==> src/hw/rtl/dec_hex_unsigned_parser_defines.svh <==
// ----------------------------------------------------------------------------
// dec_hex_unsigned_parser assertion macros
// Clocked assertion helpers shared by the parser RTL.
// ----------------------------------------------------------------------------
`ifndef DEC_HEX_UNSIGNED_PARSER_DEFINES_SVH
`define DEC_HEX_UNSIGNED_PARSER_DEFINES_SVH

// check a property on every clock edge outside reset
`define DHP_ASSERT(lbl, prop, msg) \
  lbl: assert property (@(posedge clk) disable iff (rst) (prop)) else $error(msg);

// check a property on every clock edge, reset included
`define DHP_ASSERT_ALWAYS(lbl, prop, msg) \
  lbl: assert property (@(posedge clk) (prop)) else $error(msg);

`endif

==> src/hw/rtl/dhp_pkg.sv <==
// ----------------------------------------------------------------------------
// dhp_pkg
// Shared types and constants of the decimal/hex unsigned parser.
// ----------------------------------------------------------------------------
package dhp_pkg;

  localparam int CHAR_BITS   = 8;
  localparam int RESULT_BITS = 32;
  localparam int STATUS_BITS = 2;
  localparam int COUNT_BITS  = 16;

  localparam logic [COUNT_BITS-1:0] COUNT_MAX = 16'hFFFF;

  localparam logic [STATUS_BITS-1:0] ST_OK             = 2'd0;
  localparam logic [STATUS_BITS-1:0] ST_EXPECTED_DIGIT = 2'd1;
  localparam logic [STATUS_BITS-1:0] ST_TOO_LARGE      = 2'd2;

  localparam logic [CHAR_BITS-1:0] CH_ZERO    = 8'h30;
  localparam logic [CHAR_BITS-1:0] CH_NINE    = 8'h39;
  localparam logic [CHAR_BITS-1:0] CH_LOWER_A = 8'h61;
  localparam logic [CHAR_BITS-1:0] CH_LOWER_F = 8'h66;
  localparam logic [CHAR_BITS-1:0] CH_UPPER_A = 8'h41;
  localparam logic [CHAR_BITS-1:0] CH_UPPER_F = 8'h46;
  localparam logic [CHAR_BITS-1:0] CH_LOWER_X = 8'h78;
  localparam logic [CHAR_BITS-1:0] CH_UPPER_X = 8'h58;

  typedef struct packed {
    logic [RESULT_BITS-1:0] value;
    logic [STATUS_BITS-1:0] status;
    logic [COUNT_BITS-1:0]  consumed;
    logic                   was_hex;
  } result_t;

endpackage

==> src/hw/rtl/dhp_text_if.sv <==
// ----------------------------------------------------------------------------
// dhp_text_if
// Character channel: one ASCII byte or end marker per beat.
// ----------------------------------------------------------------------------
interface dhp_text_if;

  logic                          valid;
  logic                          ready;
  logic [dhp_pkg::CHAR_BITS-1:0] ch;
  logic                          at_end;

  modport source (output valid, ch, at_end, input ready);
  modport sink   (input valid, ch, at_end, output ready);

endinterface

==> src/hw/rtl/dhp_result_if.sv <==
// ----------------------------------------------------------------------------
// dhp_result_if
// Result channel: one parsed number per beat.
// ----------------------------------------------------------------------------
interface dhp_result_if;

  logic                            valid;
  logic                            ready;
  logic [dhp_pkg::RESULT_BITS-1:0] value;
  logic [dhp_pkg::STATUS_BITS-1:0] status;
  logic [dhp_pkg::COUNT_BITS-1:0]  consumed;
  logic                            was_hex;

  modport source (output valid, value, status, consumed, was_hex, input ready);
  modport sink   (input valid, value, status, consumed, was_hex, output ready);

endinterface

==> src/hw/rtl/dhp_core.sv <==
// ----------------------------------------------------------------------------
// dhp_core
// Input register, parse state and combinational digit accumulation.
// ----------------------------------------------------------------------------
`include "dec_hex_unsigned_parser_defines.svh"

module dhp_core #(
  parameter int VALUE_BITS = 32
) (
  input  logic                          clk,
  input  logic                          rst,
  input  logic                          in_valid,
  output logic                          in_ready,
  input  logic [dhp_pkg::CHAR_BITS-1:0] in_ch,
  input  logic                          in_at_end,
  output logic                          res_valid,
  input  logic                          res_ready,
  output dhp_pkg::result_t              res
);
  import dhp_pkg::*;

  localparam int PROD_BITS = VALUE_BITS + 4;
  localparam int SUM_BITS  = VALUE_BITS + 5;

  localparam logic [1:0] PH_START  = 2'd0;
  localparam logic [1:0] PH_ZEROS  = 2'd1;
  localparam logic [1:0] PH_DIGITS = 2'd2;

  logic                  in_valid_q;
  logic [CHAR_BITS-1:0]  ch_q;
  logic                  at_end_q;

  logic [1:0]            phase, phase_next;
  logic [VALUE_BITS-1:0] acc, acc_next;
  logic [COUNT_BITS-1:0] char_count, char_count_next;
  logic                  hex_mode, hex_mode_next;

  logic                  is_dec, is_lower, is_upper, is_x, dig_ok;
  logic [3:0]            dig;
  logic [COUNT_BITS-1:0] count_inc;
  logic [PROD_BITS-1:0]  prod;
  logic [SUM_BITS-1:0]   total;
  logic                  overflow;
  logic                  emit, advance;
  logic [VALUE_BITS-1:0] emit_val;
  logic [STATUS_BITS-1:0] emit_status;
  logic [VALUE_BITS+RESULT_BITS-1:0] value_wide;

  always_comb begin
    is_dec   = (ch_q >= CH_ZERO) && (ch_q <= CH_NINE);
    is_lower = (ch_q >= CH_LOWER_A) && (ch_q <= CH_LOWER_F);
    is_upper = (ch_q >= CH_UPPER_A) && (ch_q <= CH_UPPER_F);
    is_x     = (ch_q == CH_LOWER_X) || (ch_q == CH_UPPER_X);
    dig_ok   = is_dec || (hex_mode && (is_lower || is_upper));
    if (is_lower) begin
      dig = 4'(ch_q - CH_LOWER_A + 8'd10);
    end else if (is_upper) begin
      dig = 4'(ch_q - CH_UPPER_A + 8'd10);
    end else begin
      dig = 4'(ch_q - CH_ZERO);
    end
    count_inc = (char_count == COUNT_MAX) ? char_count : char_count + 1'b1;
    if (hex_mode) begin
      prod = {acc, 4'b0000};
    end else begin
      prod = {1'b0, acc, 3'b000} + {3'b000, acc, 1'b0};
    end
    total    = {1'b0, prod} + {{(SUM_BITS-4){1'b0}}, dig};
    overflow = |total[SUM_BITS-1:VALUE_BITS];
  end

  always_comb begin
    emit            = 1'b0;
    emit_val        = '0;
    emit_status     = ST_OK;
    phase_next      = phase;
    acc_next        = acc;
    char_count_next = char_count;
    hex_mode_next   = hex_mode;
    case (phase)
      PH_START: begin
        if (at_end_q || !is_dec) begin
          emit        = 1'b1;
          emit_status = ST_EXPECTED_DIGIT;
        end else begin
          acc_next        = {{(VALUE_BITS-4){1'b0}}, dig};
          char_count_next = {{(COUNT_BITS-1){1'b0}}, 1'b1};
          hex_mode_next   = 1'b0;
          phase_next      = (ch_q == CH_ZERO) ? PH_ZEROS : PH_DIGITS;
        end
      end
      PH_ZEROS, PH_DIGITS: begin
        if (at_end_q) begin
          emit     = 1'b1;
          emit_val = acc;
        end else if ((phase == PH_ZEROS) && (ch_q == CH_ZERO)) begin
          char_count_next = count_inc;
        end else if ((phase == PH_ZEROS) && is_x) begin
          char_count_next = count_inc;
          hex_mode_next   = 1'b1;
          acc_next        = '0;
          phase_next      = PH_DIGITS;
        end else if (!dig_ok) begin
          emit     = 1'b1;
          emit_val = acc;
        end else if (overflow) begin
          emit        = 1'b1;
          emit_status = ST_TOO_LARGE;
        end else begin
          acc_next        = total[VALUE_BITS-1:0];
          char_count_next = count_inc;
          phase_next      = PH_DIGITS;
        end
      end
      default: begin
        phase_next = PH_START;
      end
    endcase
    if (emit) begin
      phase_next      = PH_START;
      acc_next        = '0;
      char_count_next = '0;
      hex_mode_next   = 1'b0;
    end
  end

  assign advance   = in_valid_q && (!emit || res_ready);
  assign in_ready  = !in_valid_q || advance;
  assign res_valid = in_valid_q && emit;

  assign value_wide   = {{RESULT_BITS{1'b0}}, emit_val};
  assign res.value    = value_wide[RESULT_BITS-1:0];
  assign res.status   = emit_status;
  assign res.consumed = char_count;
  assign res.was_hex  = hex_mode;

  always_ff @(posedge clk) begin
    if (rst) begin
      in_valid_q <= 1'b0;
    end else if (in_valid && in_ready) begin
      in_valid_q <= 1'b1;
    end else if (advance) begin
      in_valid_q <= 1'b0;
    end
    if (in_valid && in_ready) begin
      ch_q     <= in_ch;
      at_end_q <= in_at_end;
    end
  end

  always_ff @(posedge clk) begin
    if (rst) begin
      phase      <= PH_START;
      acc        <= '0;
      char_count <= '0;
      hex_mode   <= 1'b0;
    end else if (advance) begin
      phase      <= phase_next;
      acc        <= acc_next;
      char_count <= char_count_next;
      hex_mode   <= hex_mode_next;
    end
  end

  `DHP_ASSERT(a_restart_after_emit, (advance && emit) |=> (phase == PH_START && char_count == '0), "parse state not cleared after result")
  `DHP_ASSERT(a_hex_only_in_digits, !hex_mode || (phase == PH_DIGITS), "hex mode outside digit phase")
  `DHP_ASSERT(a_too_large_zero, (res_valid && res.status == ST_TOO_LARGE) |-> (res.value == '0), "too large result carries a value")
  `DHP_ASSERT(a_bad_start_empty, (res_valid && res.status == ST_EXPECTED_DIGIT) |-> (res.consumed == '0 && !res.was_hex), "bad first item with consumed characters")

endmodule

==> src/hw/rtl/dhp_skid.sv <==
// ----------------------------------------------------------------------------
// dhp_skid
// Two-entry result buffer with registered ready towards the core.
// ----------------------------------------------------------------------------
`include "dec_hex_unsigned_parser_defines.svh"

module dhp_skid (
  input  logic             clk,
  input  logic             rst,
  input  logic             push_valid,
  output logic             push_ready,
  input  dhp_pkg::result_t push_data,
  output logic             pop_valid,
  input  logic             pop_ready,
  output dhp_pkg::result_t pop_data
);
  import dhp_pkg::*;

  logic    main_valid;
  logic    skid_valid;
  result_t main_data;
  result_t skid_data;
  logic    push, pop;

  assign push_ready = !skid_valid;
  assign pop_valid  = main_valid;
  assign pop_data   = main_data;
  assign push       = push_valid && push_ready;
  assign pop        = main_valid && pop_ready;

  always_ff @(posedge clk) begin
    if (rst) begin
      main_valid <= 1'b0;
      skid_valid <= 1'b0;
    end else if (pop) begin
      if (skid_valid) begin
        skid_valid <= 1'b0;
      end else begin
        main_valid <= push;
      end
    end else if (push) begin
      if (!main_valid) begin
        main_valid <= 1'b1;
      end else begin
        skid_valid <= 1'b1;
      end
    end
  end

  always_ff @(posedge clk) begin
    if (pop) begin
      if (skid_valid) begin
        main_data <= skid_data;
      end else if (push) begin
        main_data <= push_data;
      end
    end else if (push) begin
      if (!main_valid) begin
        main_data <= push_data;
      end else begin
        skid_data <= push_data;
      end
    end
  end

  `DHP_ASSERT_ALWAYS(a_skid_behind_main, rst || !skid_valid || main_valid, "skid entry without main entry")
  `DHP_ASSERT(a_skid_drains, (pop && skid_valid) |=> !skid_valid, "skid entry not moved on pop")
  `DHP_ASSERT(a_skid_fills, (push && main_valid && !pop) |=> skid_valid, "stalled beat not held in skid")

endmodule

==> src/hw/rtl/dec_hex_unsigned_parser.sv <==
// ----------------------------------------------------------------------------
// dec_hex_unsigned_parser
// Streaming parser of one unsigned decimal or 0x-prefixed hex number.
// ----------------------------------------------------------------------------
// Usage:
//   text   : one beat per character, or at_end for the end of the text.
//   result : one beat per parsed number, sent on the terminating beat
//            (a non-digit, at_end or an overflowing digit), which is dropped and not counted.
// Throughput: one text beat per cycle while the result buffer has room,
//   also while results are produced; the accumulate step (shift-add by
//   10 or 16) is combinational logic behind the input register.
// Path: a terminating beat is held in the input register, and its result
//   is registered in the result buffer before it reaches the result channel.
// Stall: a two-entry result buffer with a registered ready keeps text
//   ready free of any path from result ready; when both entries are full,
//   text beats that end no number still pass, and a terminating beat waits
//   in the input register, stalling text, until the receiver drains one.
// Reset: rst clears the buffers and returns the parser to the start of a
//   number with zero value and count.
// ----------------------------------------------------------------------------
module dec_hex_unsigned_parser #(
  parameter int VALUE_BITS = 32
) (
  input  logic         clk,
  input  logic         rst,
  dhp_text_if.sink     text,
  dhp_result_if.source result
);
  import dhp_pkg::*;

  logic    res_valid;
  logic    res_ready;
  result_t res;
  result_t out_data;

  dhp_core #(
    .VALUE_BITS (VALUE_BITS)
  ) u_core (
    .clk       (clk),
    .rst       (rst),
    .in_valid  (text.valid),
    .in_ready  (text.ready),
    .in_ch     (text.ch),
    .in_at_end (text.at_end),
    .res_valid (res_valid),
    .res_ready (res_ready),
    .res       (res)
  );

  dhp_skid u_skid (
    .clk        (clk),
    .rst        (rst),
    .push_valid (res_valid),
    .push_ready (res_ready),
    .push_data  (res),
    .pop_valid  (result.valid),
    .pop_ready  (result.ready),
    .pop_data   (out_data)
  );

  assign result.value    = out_data.value;
  assign result.status   = out_data.status;
  assign result.consumed = out_data.consumed;
  assign result.was_hex  = out_data.was_hex;

endmodule
==> src/flat_wrapper.sv <==
// flat-port wrapper written by rule: the top's interface ports become plain ports
module dec_hex_unsigned_parser_flat import dhp_pkg::*;
#(
  parameter int VALUE_BITS = 32
)
  (clk, rst, text_valid, text_ch, text_at_end, text_ready, result_valid, result_value, result_status, result_consumed, result_was_hex, result_ready);
  dhp_text_if text_i ();
  dhp_result_if result_i ();
  input  logic clk;
  input  logic rst;
  input wire logic [$bits(text_i.valid)-1:0] text_valid;
  input wire logic [$bits(text_i.ch)-1:0] text_ch;
  input wire logic [$bits(text_i.at_end)-1:0] text_at_end;
  output wire logic [$bits(text_i.ready)-1:0] text_ready;
  output wire logic [$bits(result_i.valid)-1:0] result_valid;
  output wire logic [$bits(result_i.value)-1:0] result_value;
  output wire logic [$bits(result_i.status)-1:0] result_status;
  output wire logic [$bits(result_i.consumed)-1:0] result_consumed;
  output wire logic [$bits(result_i.was_hex)-1:0] result_was_hex;
  input wire logic [$bits(result_i.ready)-1:0] result_ready;
  assign text_i.valid = text_valid;
  assign text_i.ch = text_ch;
  assign text_i.at_end = text_at_end;
  assign text_ready = text_i.ready;
  assign result_valid = result_i.valid;
  assign result_value = result_i.value;
  assign result_status = result_i.status;
  assign result_consumed = result_i.consumed;
  assign result_was_hex = result_i.was_hex;
  assign result_i.ready = result_ready;
  dec_hex_unsigned_parser #(.VALUE_BITS(VALUE_BITS)) u_core (.clk(clk), .rst(rst), .text(text_i), .result(result_i));
endmodule
==> config.mk <==
export PLATFORM = sky130hd
export DESIGN_NAME = dec_hex_unsigned_parser_flat
export DESIGN_NICKNAME = d
export VERILOG_FILES = /design/src/hw/rtl/dhp_pkg.sv /design/src/hw/rtl/dhp_text_if.sv /design/src/hw/rtl/dhp_result_if.sv /design/src/hw/rtl/dhp_core.sv /design/src/hw/rtl/dhp_skid.sv /design/src/hw/rtl/dec_hex_unsigned_parser.sv /design/src/flat_wrapper.sv
export VERILOG_INCLUDE_DIRS = /design/src /design/src/hw/rtl
export SDC_FILE = /design/constraint.sdc
export NUM_CORES = 1
export LEC_CHECK = 0
export BUFFER_PORTS_ARGS = -buffer_cell sky130_fd_sc_hd__clkbuf_2
export CAP_MARGIN = 20
export CORE_ASPECT_RATIO = 1.25
export CORE_MARGIN = 3
export CORE_UTILIZATION = 55
export CTS_CLUSTER_SIZE = 16
export DETAILED_ROUTE_END_ITERATION = 8
export GPL_TIMING_DRIVEN = 0
export PLACE_DENSITY = 0.83
export SETUP_SLACK_MARGIN = 0.02
export SYNTH_ARGS = -nofsm -noshare
export SYNTH_HDL_FRONTEND = slang
export SYNTH_SLANG_ARGS = --single-unit
==> constraint.sdc <==
create_clock -name clk -period 11.36 [get_ports clk]
set_input_delay 1.136 -clock clk [delete_from_list [all_inputs] [get_ports clk]]
set_output_delay 1.136 -clock clk [all_outputs]
set_load 0.005 [all_outputs]
# After elaboration in Yosys (flattened, before gate mapping)
# Index checks and enable logic that the tools add are counted.
word_totals:
  ramBits: 0
  word_cells: 149
  n_memories: 0
  rom_bits: 0
  inputBits: 13
  register_bits: 165
  latch_bits: 0
  out_inout_bits: 53
op_classes:
  bitwise_logic: 1
  div_mod_pow: 0
  reduce_logical: 37
  magnitude_cmp: 6
  mul: 0
  add_sub_neg: 8
  eq_ne: 16
  muxes: 64
  shifts: 0
ops:
  columns: ["op", "n"]
  rows:
  - ["$mux W32", 12]
  - ["$mux W51", 5]
  - ["$mux W16", 8]
  - ["$pmux W32 S2", 1]
  - ["$add A36 B4 Y37", 1]
  - ["$add A35 B33 Y36", 1]
  - ["$mux W36", 1]
  - ["$pmux W16 S2", 1]
  - ["$mux W2", 13]
  - ["$reduce_and A6 Y1", 3]
  - ["$mux W1", 17]
  - ["$add A16 B1 Y16 const B", 1]
  - ["$eq A16 B16 Y1 const B", 1]
  - ["$eq A8 B7 Y1 const B", 2]
  - ["$ge A8 B7 Y1 const B", 2]
  - ["$le A8 B7 Y1 const B", 2]
  - ["$ne A3 B3 Y1 const B", 4]
  - ["$sub A4 B1 Y4 const B", 3]
  - ["$logic_and A1 B1 Y1", 11]
  - ["$ne A5 B5 Y1 const B", 2]
  - ["$add A4 B4 Y4 const B", 2]
  - ["$eq A8 B6 Y1 const B", 1]
  - ["$ge A8 B6 Y1 const B", 1]
  - ["$le A8 B6 Y1 const B", 1]
  - ["other kinds (19)", 36]

# Depth between registers and ports, before layout
logic_depth:
  ltp_word: 18
  depth_mapped: 24

# By module
# From an unflattened synthesis, not the netlist that was laid out.
unflattened:
  cells_unflattened: 1079
  area_unflattened_um2: 10661.5
by_module_without_submodules:
  columns: ["mod", "area_per_inst_um2", "cells_each", "instances"]
  rows:
  - ["dhp_core", 6825.3, 906, 1]
  - ["dhp_skid", 3836.2, 173, 1]

# Least setup slack after synthesis
# No wires, ideal clock.
synth_timing:
  path_kind: "register to register"
  start: "register u_core.u_core.hex_mode"
  end: "register u_core.u_skid.skid_data[0] (netlist bit) (enable)"
  arrival_time_ns: 8.835
  period_less_slack_ns: 9.370
  setup_slack_ns: 1.990
  path_stages_with_launch: 22
  setup_time_ns: 0.534
  path_cell_list: "dfxtp_1 > buf_2 > buf_2 > clkbuf_1 > clkbuf_1 > buf_1 > buf_1 > nor2b_1 > ha_1 > a21oi_1 > or2_2 > a311oi_1 > and2_1 > nand2b_1 > nor4_2 > nand4b_2 > nor4_1 > mux2_4 > o221ai_1 > a21oi_2 > nand3_1 > nor3b_1"
synth_via:
  elab_chain_cells: 12
  elab_cells_between_ends: 14
synth_rtl:
  columns: ["element", "line_no", "text"]
  rows:
  - ["start: declaration", "dhp_core.sv:36", "logic hex_mode, hex_mode_next;"]
  - ["start signal: assignment", "dhp_core.sv:161", "hex_mode <= hex_mode_next;"]
  - ["$mux W36", "dhp_core.sv:63", "if (hex_mode) begin"]
  - ["$add A36 B4 Y37", "dhp_core.sv:68", "total = {1'b0, prod} + {{(SUM_BITS-4){1'b0}}, dig};"]
  - ["$reduce_or A5 Y1", "dhp_core.sv:69", "overflow = |total[SUM_BITS-1:VALUE_BITS];"]
  - ["$mux W1", "dhp_core.sv:106", "end else if (overflow) begin"]
  - ["$mux W1 *", "dhp_core.sv:103", "end else if (!dig_ok) begin"]
  - ["$mux W1 *", "dhp_core.sv:98", "end else if ((phase == PH_ZEROS) && is_x) begin"]
  - ["$mux W1 *", "dhp_core.sv:96", "end else if ((phase == PH_ZEROS) && (ch_q == CH_ZERO)) begin"]
  - ["$mux W1 *", "dhp_core.sv:93", "if (at_end_q) begin"]
  - ["$pmux W1 S2 *", "dhp_core.sv:80", "case (phase)"]
  - ["$logic_and A1 B1 Y1 *", "dhp_core.sv:129", "assign res_valid = in_valid_q && emit;"]
  - ["$logic_and A1 B1 Y1 *", "dhp_skid.sv:28", "assign push = push_valid && push_ready;"]
  - ["$reduce_and A3 Y1 (no source line) *", null, null]
  - ["end signal: assignment", "dhp_skid.sv:61", "skid_data <= push_data;"]
  - ["end: declaration", "dhp_skid.sv:22", "result_t skid_data;"]
# Mark *: on every way between the ends. The rest lies on a longest branch, timed or not.
# A chain may end at the register's enable or synchronous reset.

# Worst setup path in the final report
layout_timing:
  start: "register u_core.u_core.hex_mode"
  end: "output port text_ready"
layout_via:
  elab_chain_cells: 13
  elab_cells_between_ends: 15
layout_rtl:
  columns: ["element", "line_no", "text"]
  rows:
  - ["$mux W36", "dhp_core.sv:63", null]
  - ["$add A36 B4 Y37", "dhp_core.sv:68", null]
  - ["$reduce_or A5 Y1", "dhp_core.sv:69", null]
  - ["$mux W1", "dhp_core.sv:106", null]
  - ["$mux W1 *", "dhp_core.sv:103", null]
  - ["$mux W1 *", "dhp_core.sv:98", null]
  - ["$mux W1 *", "dhp_core.sv:96", null]
  - ["$mux W1 *", "dhp_core.sv:93", null]
  - ["$pmux W1 S2 *", "dhp_core.sv:80", null]
  - ["$logic_not A1 Y1 *", "dhp_core.sv:127", "assign advance = in_valid_q && (!emit || res_ready);"]
  - ["$logic_or A1 B1 Y1 *", "dhp_core.sv:127", null]
  - ["$logic_and A1 B1 Y1 *", "dhp_core.sv:127", null]
  - ["$logic_or A1 B1 Y1 *", "dhp_core.sv:128", "assign in_ready = !in_valid_q || advance;"]
  - ["end: declaration", "flat_wrapper.sv:14", "output wire logic [$bits(text_i.ready)-1:0] text_ready;"]
# Marked as above.

==> metrics.md <==
| Metric | Value |
|---|---|
| Slew margin rel. | `0.346` |
| Worst setup path class | `flip-flop to output port` |
| Clk root buf | `clkbuf_16` |
| Mean Syn Cell Area | `10.2 µm²` |
| Iter 0 DRT Violations | `roughly 900` |
| Routed Antenna Nets | `0` |
| Clock Skews | `11.3 ps` |
| Post-synth ARST share | `0` |
| DR pass1 iterations | `8` |
| Util after Layout | `0.635` |
| Vias/cell | `6.36` |
| Peak VDD IR | `about 110 µV` |
| Core area | `18200 µm²` |
| PortBufs | `65` |
| Fmax | `around 110 MHz` |
| Startpoint types | `flip-flop` |
| Hold Vio Cnt, Final | `0` |
| CP delay by family, top | `buffers and inverters` |
| H-tree depth | `4` |
| Cts repair resizes | `0` |
| RSZ-0062 raised after global routing | `no` |
| Clock Path Buffers | `2` |
| FILL cells | `roughly 1400` |
| Cell Area, Synth | `10300 µm²` |
| Max stage delay on crit path | `slightly below 600 ps` |
| Total leakage power | `4.35 nW` |
| Status | `complete, no violations` |
| N_diodes | `0` |
| Skew-Pair Late Insertion Delay | `430 ps` |
| Top-area cell type share of the netlist area | `0.323` |
| Period utilization | `0.767` |
| Worst hold-check path type | `flip-flop to flip-flop` |
| GRT Overall Usage | `0.251` |
| DIE HEIGHT | `approximately 160 µm` |
| Post-synthesis register bit count | `165` |
| Crit path max fanout | `10` |
| Total Nets Final | `~1200` |
| Global placer's final weighted congestion | `~0.95` |
| Largest net degree at the start of global routing | `37` |
| Setup Buffers After CTS | `0` |
| Clock net sink count | `165` |
| Hpwl dp | `~19000 µm` |
| Synth area leader | `edfxtp_1` |
| Die W | `roughly 130 µm` |
| Via count | `8523` |
| Row Count | `55` |
| CP endpoint kind | `output port` |
| Die area | `~20000 µm²` |
| Most used DFF post-synth | `edfxtp_1` |
| Initial antenna violation count | `0` |
| Area contributors post-synth | `edfxtp_1 (32%), dfxtp_1 (10%), mux2_2 (5.5%), ha_1 (4.9%), a21oi_1 (3.4%)` |
| Most frequent cell after synthesis | `edfxtp_1` |
| Post-CTS Hold Fix Bufs | `0` |
| Max Cap Violations | `0` |
| Power Total | `around 1.3 mW` |
| Buf+Inv Stages, Crit Path | `7` |
| Fin Hold WS | `510 ps` |
| Syn Inst Count | `~1000` |
| First-pass GRT wire length | `around 42000 µm` |
| Post-synth EDFFs | `between 100 and 150` |
| Power Density | `approximately 110 nW/µm²` |
| Fin Setup TNS | `0 ps` |
| Synthesized Nets | `~1100` |
| Residual DRC | `0` |
| Routed wire length per instance | `between 15 and 20 µm` |
| CP Data Required Time | `slightly above 10000 ps` |
| Ordered list of cells on the worst path | `buf_2 > buf_2 > clkbuf_1 > clkbuf_1 > buf_1 > buf_1 > nor2b_1 > ha_1 > a21oi_1 > or2_2 > a311oi_1 > and2_1 > nand2b_1 > nor4_2 > nand4b_2 > nor4_1 > mux2_4 > o221ai_1 > a21oi_2 > nand3_1 > clkbuf_2` |
| Final Setup Violations | `0` |
| Share of cells above drive strength 1 | `0.190` |
| Post-synth top cells | `edfxtp_1 (111), a21oi_1 (71), nand2_1 (68), dfxtp_1 (54), o21ai_0 (52)` |
| CTS Buf Count | `17` |
| I/O pin count | `66` |
| Area Overhead vs Synth | `12.3%` |
| Pins Over Slew Limit | `0` |
| Remaining global-route overflow | `0` |
| Post-Route WL | `approximately 26000 µm` |
| Number of global-route vias before repair | `8417` |
| Slowest cell on crit path | `nor4_2` |
| CP arrival | `7570 ps` |
| Synthesis Warnings | `0` |
| Starting density of the core | `0.566` |
| Unique cell type count in the Yosys netlist | `94` |
| CTS tree | `done` |
| Worst Tran Pin Value | `976 ps` |
| Sequential share of the synthesized area | `0.428` |
| Post-layout min period | `between 8000 and 9000 ps` |
| Worst-path clk slew | `approximately 70 ps` |
path summary, 6_finish.rpt:
kind | from | end | slack, ps | cells after the start
hold reg to reg | u_core.u_core.char_count[15] | u_core.u_skid.skid_data[16] | 510 | 0
hold / removal | u_core.u_core.char_count[15] | u_core.u_skid.skid_data[16] | 510 | 0
setup reg to reg | u_core.u_core.hex_mode | u_core.u_skid.skid_data[38] | 2880 | 23
setup / recovery | u_core.u_core.hex_mode | text_ready | 2650 | 21
cells by family after synthesis:
group                    Yosys count  share of synthesized area
multiplexers                      60                     0.0651
AO/OA/AOI/OAI                    289                      0.199
buffers and inverters             80                     0.0332
AND/OR/NAND/NOR                  333                      0.188
flip-flops                       165                      0.428
adder cells (fa/ha/maj)           42                     0.0524
XOR/XNOR                          41                     0.0348
flip-flops by register name, summed over array words and instances (netlist names):
register,flops
u_core.u_skid.pop_data,51
u_core.u_skid.skid_data,51
u_core.u_core.acc,32
u_core.u_core.char_count,16
u_core.u_core.ch_q,8
u_core.u_core.phase,2
u_core.u_core.at_end_q,1
u_core.u_core.hex_mode,1
u_core.u_core.in_valid_q,1
u_core.u_skid.pop_valid,1
u_core.u_skid.skid_valid,1
cell usage in the layout (no fill, tap or decap), drive strengths merged, types with 4 or more instances in the layout:
cell    count
a211oi     14
nor3b       4
xor2       12
or3         9
buf        27
a21o       12
a2111o      4
nand2b      8
a21oi      75
or2         5
nor2       45
and2       39
mux2i       9
dfxtp      54
xnor2      29
o31ai      41
a31oi       8
ha         40
nor3       13
and4        5
edfxtp    111
nand3b     31
nand4      15
nor4        6
nand2      68
nand3      26
clkbuf    112
and3       19
nor2b      20
o41ai       7
nand4b      5
inv        34
o211ai      9
clkinv      9
o31a        7
mux2       51
o21a        9
or4         7
o21ai      64
routing by layer:
metal / wire, µm / GRT usage / vias up
li1: - / - / 4045
met1: 10300 / 0.307 / 4052
met2: 13600 / 0.449 / 361
met3: 1550 / 0.0275 / 65
met4: 771 / 0.0979 / 0
met5: 0 / 0 / -
worst reg2reg max path, delay by kind of cell (launching register included):
kind | cells | cell delay [ps]
simple gates | 9 | 2930
flops | 1 | 470
fa+ha+maj | 1 | 350
compound gates | 4 | 1100
buf+inv | 8 | 3050
mux | 1 | 310
power by group:
| part | total (mW) | leakage [nW] | internal, mW | switching (mW) |
|---|---|---|---|---|
| Combinational | 0.0524 | 2.55 | 0.0189 | 0.0335 |
| Sequential | 0.657 | 1.51 | 0.651 | 0.00642 |
| Clock | 0.569 | 0.288 | 0.294 | 0.275 |
| Total | 1.28 | 4.35 | 0.964 | 0.315 |
metrics by stage:
stage | cell area [µm²] | cells | worst slack (ps)
floorplan | 10300 | 1010 | 1990
global placement | 10900 | 1303 | -1490
detailed placement | 11000 | 1308 | 3090
CTS | 11600 | 1340 | 2780
global route | 11600 | 1340 | 2200
finish | 11600 | 1340 | 2650
cell type report:
class | count | area (µm²) | area share
Timing Repair Buffer | 70 | 387 | 0.0334
Sequential cell | 165 | 4410 | 0.381
Inverter | 28 | 105 | 0.00907
Clock inverter | 15 | 160 | 0.0138
Multi-Input combinational cell | 765 | 5570 | 0.481
Buffer | 52 | 238 | 0.0205
Tap cell | 228 | 285 | 0.0246
Clock buffer | 17 | 425 | 0.0367
Power figures use the tool's default switching activity.
